$ cat src/hdl/qlcm_fifo.sv
module qlcm_fifo #(
    parameter int WIDTH = 8,
    parameter int DEPTH = 4
) (
    input  logic             clk,
    input  logic             rst_n,
    input  logic             push,
    input  logic [WIDTH-1:0] din,
    input  logic             pop,
    output logic [WIDTH-1:0] dout,
    output logic             empty,
    output logic             full
);

    localparam int AW = $clog2(DEPTH);
    localparam int CW = $clog2(DEPTH + 1);

    logic [WIDTH-1:0] data_reg [DEPTH];
    logic [AW-1:0]    wr_ptr_reg, wr_ptr_next;
    logic [AW-1:0]    rd_ptr_reg, rd_ptr_next;
    logic [CW-1:0]    count_reg, count_next;
    logic             do_push, do_pop;

    assign empty   = (count_reg == CW'(0));
    assign full    = (count_reg == CW'(DEPTH));
    assign do_push = push && !full;
    assign do_pop  = pop && !empty;
    assign dout    = data_reg[rd_ptr_reg];

    // pointer and fill bookkeeping
    always_comb
    begin
        wr_ptr_next = wr_ptr_reg;
        rd_ptr_next = rd_ptr_reg;
        count_next  = count_reg;
        if (do_push)
        begin
            wr_ptr_next = (wr_ptr_reg == AW'(DEPTH - 1)) ? '0 : wr_ptr_reg + 1'b1;
        end
        if (do_pop)
        begin
            rd_ptr_next = (rd_ptr_reg == AW'(DEPTH - 1)) ? '0 : rd_ptr_reg + 1'b1;
        end
        if (do_push && !do_pop)
        begin
            count_next = count_reg + 1'b1;
        end
        else if (do_pop && !do_push)
        begin
            count_next = count_reg - 1'b1;
        end
    end

    always_ff @(posedge clk or negedge rst_n)
    begin
        if (!rst_n)
        begin
            wr_ptr_reg <= '0;
            rd_ptr_reg <= '0;
            count_reg  <= '0;
        end
        else
        begin
            wr_ptr_reg <= wr_ptr_next;
            rd_ptr_reg <= rd_ptr_next;
            count_reg  <= count_next;
        end
    end

    // storage
    always_ff @(posedge clk)
    begin
        if (do_push)
        begin
            data_reg[wr_ptr_reg] <= din;
        end
    end

endmodule

$ cat config.mk
export PLATFORM = sky130hd
export DESIGN_NAME = qlcm_fifo
export DESIGN_NICKNAME = d
export VERILOG_FILES = /design/src/hdl/qlcm_fifo.sv
export SDC_FILE = /design/constraint.sdc
export NUM_CORES = 1
export LEC_CHECK = 0
export ABC_AREA = 0
export BUFFER_PORTS_ARGS = -buffer_cell sky130_fd_sc_hd__buf_2
export CORE_MARGIN = 3
export CORE_UTILIZATION = 25
export CTS_BUF_LIST = sky130_fd_sc_hd__clkbuf_4 sky130_fd_sc_hd__clkbuf_8
export DETAILED_ROUTE_END_ITERATION = 8
export REMOVE_ABC_BUFFERS = 1
export SLEW_MARGIN = 5
export SYNTH_ARGS = -nofsm -noshare
export SYNTH_HDL_FRONTEND = slang
export SYNTH_SLANG_ARGS = --single-unit
$ cat constraint.sdc
create_clock -name clk -period 1.8 [get_ports clk]
set_input_delay 0.54 -clock clk [delete_from_list [all_inputs] [get_ports clk]]
set_output_delay 0.54 -clock clk [all_outputs]
set_load 0.01 [all_outputs]
==> results.md <==
* Iter 0 DRT Violations at 50
* Multi-input gate area at 483 µm²
* CTS max path bufs at 2
* Area added between synthesis and finish at 31.0%
* Synth Cell Area at 1620 µm²
* Fin nets at 138
* Peak VDD IR at 0.000720 V
* DRC Markers at 0
* Failing checks: setup timing
* Remaining antenna violation count at 0
* Initial DRT Pass Iterations at 4
* Ys flop type: edfxtp_1
* Post-DP HPWL at 2.03 mm
* Warnings from Yosys at 0
* Setup-failing EPs final at 10
* Die W at 86.5 µm
* Crit. End Element: output pin
* Fraction of layout cells with a size suffix above 1 at 0.583
* Combinational family with the most area after synthesis: multiplexers
* Mean post-synth cell area at 20.5 µm²
* Post-Synth XOR/XNOR Area at 0.0162
* Die span in y at 86.5 µm
* Mux share of post-synthesis cell area at 0.151
* WL/cell at 14.3 µm
* CTS H-tree lvls at 2
* IO Port Bufs at 21
* Slowest library cell on the worst path: mux4_2
* Final clock skew at 0.00468 ns
* Synth area leader: edfxtp_1
* Compound-Gate Fraction of Synth Area at 0
* Seq. cell area at 1140 µm²
* Initial antenna violation count at 0
* Yosys reg bits at 39
* Simple-gate share of the synthesized area at 0.0541
* I/O pins at 22
* Crit path DAT at 1.48 ns
* Area contributors post-synth: edfxtp_1, mux4_2, dfrtp_1
* FFs w/ async S/R, synth at 0.179
* Die area at 7480 µm²
* Synth Instances at 79
* Cell Chain, Critical Path: buf_12 -> mux4_2 -> buf_6
* Worst Tran Pin Value at 0.452 ns
* Sequential area share after synthesis at 0.701
* Clock Tree Root: clkbuf_8
* Unique cell type count in the Yosys netlist at 19
* Yosys top cell area share at 0.593
* HP Class: in2async
* Clk Latency, worst-skew pair at 0.28 ns
* Clock sinks at 39
* Largest net degree at the start of global routing at 14
* Core Box Area at 6100 µm²
* Vias at 811
* Pwr/cell area at 1670 nW/µm²
* Final Cycle Share at 1.12
* Max reg flops at 32
* Most frequent cells in the layout: edfxtp_1, buf_2, buf_4
* Critical Path RT at 1.26 ns
* Number of global-route vias before repair at 923
* Starting Density at 0.266
* Fillers at 585
* DR vias/cell at 4.14
* Min Tclk post-route at 2.02 ns
* Post-synth EDFFs at 32
* Gr usage total at 0.0876
* Worst Setup Slack, final at -0.222 ns
* Commonest non-fill, non-tap cell in the layout: edfxtp_1
* Max transition margin at 0.699
* GPL Wtd Cong at 0.724
* Static leakage at 0.810 nW
* Slew Limit Fails at 0
* FMAX at 495 MHz
* Crit path kind: reg2out
* Site Rows at 28
* Final Util at 0.348
* Highest net fanout along the worst path at 8
* Outcome: finished with violations
* Max Cap Violations at 0
* Synth Area in Adders at 0.0587
* Fin Setup TNS at -1.82 ns
* Final WL at 2.80 mm
* Clock-pin slew on the worst setup and hold paths at 0.07 ns
* First-pass GRT wire length at 4.84 mm
* GR Overflow Total at 0
* Max stage delay on crit path at 0.51 ns
* RSZ-0062 raised after global routing: yes
* TritonCTS clock tree: done
* Nature of the critical path startpoint: flip-flop
* Cts bufs inserted at 5
* Final hold violation count at 0
## worst paths after layout
path | cells past startpoint | startpoint | end | slack [ns]
max | 3 | rd_ptr_reg[0] | dout[6] | -0.22
min | 1 | rst_n | count_reg[0] | 0.08
min in group clk | 1 | din[2] | data_reg[0][2] | 0.46
min reg2reg | 1 | wr_ptr_reg[1] | wr_ptr_reg[1] | 0.59
max in group asynchronous | 1 | rst_n | count_reg[1] | 1.54
max reg2reg | 7 | count_reg[0] | count_reg[1] | -0.08
## layout make-up
type | instances | area share
sequential | 39 | 0.536
multi-input combinational | 34 | 0.227
timing repair buffer | 36 | 0.133
tap | 75 | 0.0442
clock buffer | 5 | 0.0324
clock inverter | 3 | 0.0206
inverter | 3 | 0.00530
antenna | 1 | 0.00118
## logic make-up (layout without fill, tap and decap cells)
logic type	after synthesis	after routing
xor+xnor	3	3
fa+ha+maj	7	7
buf+inv	6	47
flops	39	39
mux	13	13
other cells	0	1
simple gates	11	11
## cell usage after synthesis (2+ instances only)
master,instances
edfxtp_1,32
xor2_1,2
inv_1,3
mux2_4,2
ha_1,6
dfrtp_1,7
mux2_2,3
and2_2,4
nor2_1,3
mux4_2,8
## routing by layer
layer	track usage	share of wire	vias to the layer above
li1	-	-	384
met3	0.0380	0.062	2
met4	0.0255	0.0046	0
met2	0.156	0.56	17
met5	0	0	-
met1	0.0934	0.37	408
## report_power, final
| part | leakage [nW] | internal (W) | total, W | switching (W) |
|---|---|---|---|---|
| combinational | 0.379 | 0.000889 | 0.00146 | 0.000571 |
| clock | 0.0581 | 0.000412 | 0.000704 | 0.000292 |
| sequential | 0.373 | 0.00123 | 0.00139 | 0.000166 |
| total | 0.810 | 0.00253 | 0.00356 | 0.00103 |
## metrics by stage
stage	worst slack [ns]	hold slack, ns	cells	power (W)	area [µm²]
finish	-0.222	0.0804	196	0.00356	2120
global route	-0.309	0.0692	195	0.00382	2120
CTS	-0.252	0.0678	193	0.00347	2060
detailed placement	-0.176	0.386	179	0.00257	1860
global placement	-0.0472	0.375	179	0.00249	1860
floorplan	-0.264	0.244	76	0.00209	1600
## worst max-delay path: cells and delay by family, from the launching register on
| kind | cells | cell delay, ns |
|---|---|---|
| multiplexers | 1 | 0.51 |
| buffers and inverters | 2 | 0.29 |
| flip-flops | 1 | 0.39 |
## repair_timing
item                                    CTS  global route
gates cloned                              0             0
hold buffers                              0             0
buffers inserted                          6             2
pin swaps                                 5             4
endpoints found under the setup margin   10            11
resized for setup                         9             9
endpoints found under the hold margin     0             0
(Power assumes the default switching activity.)
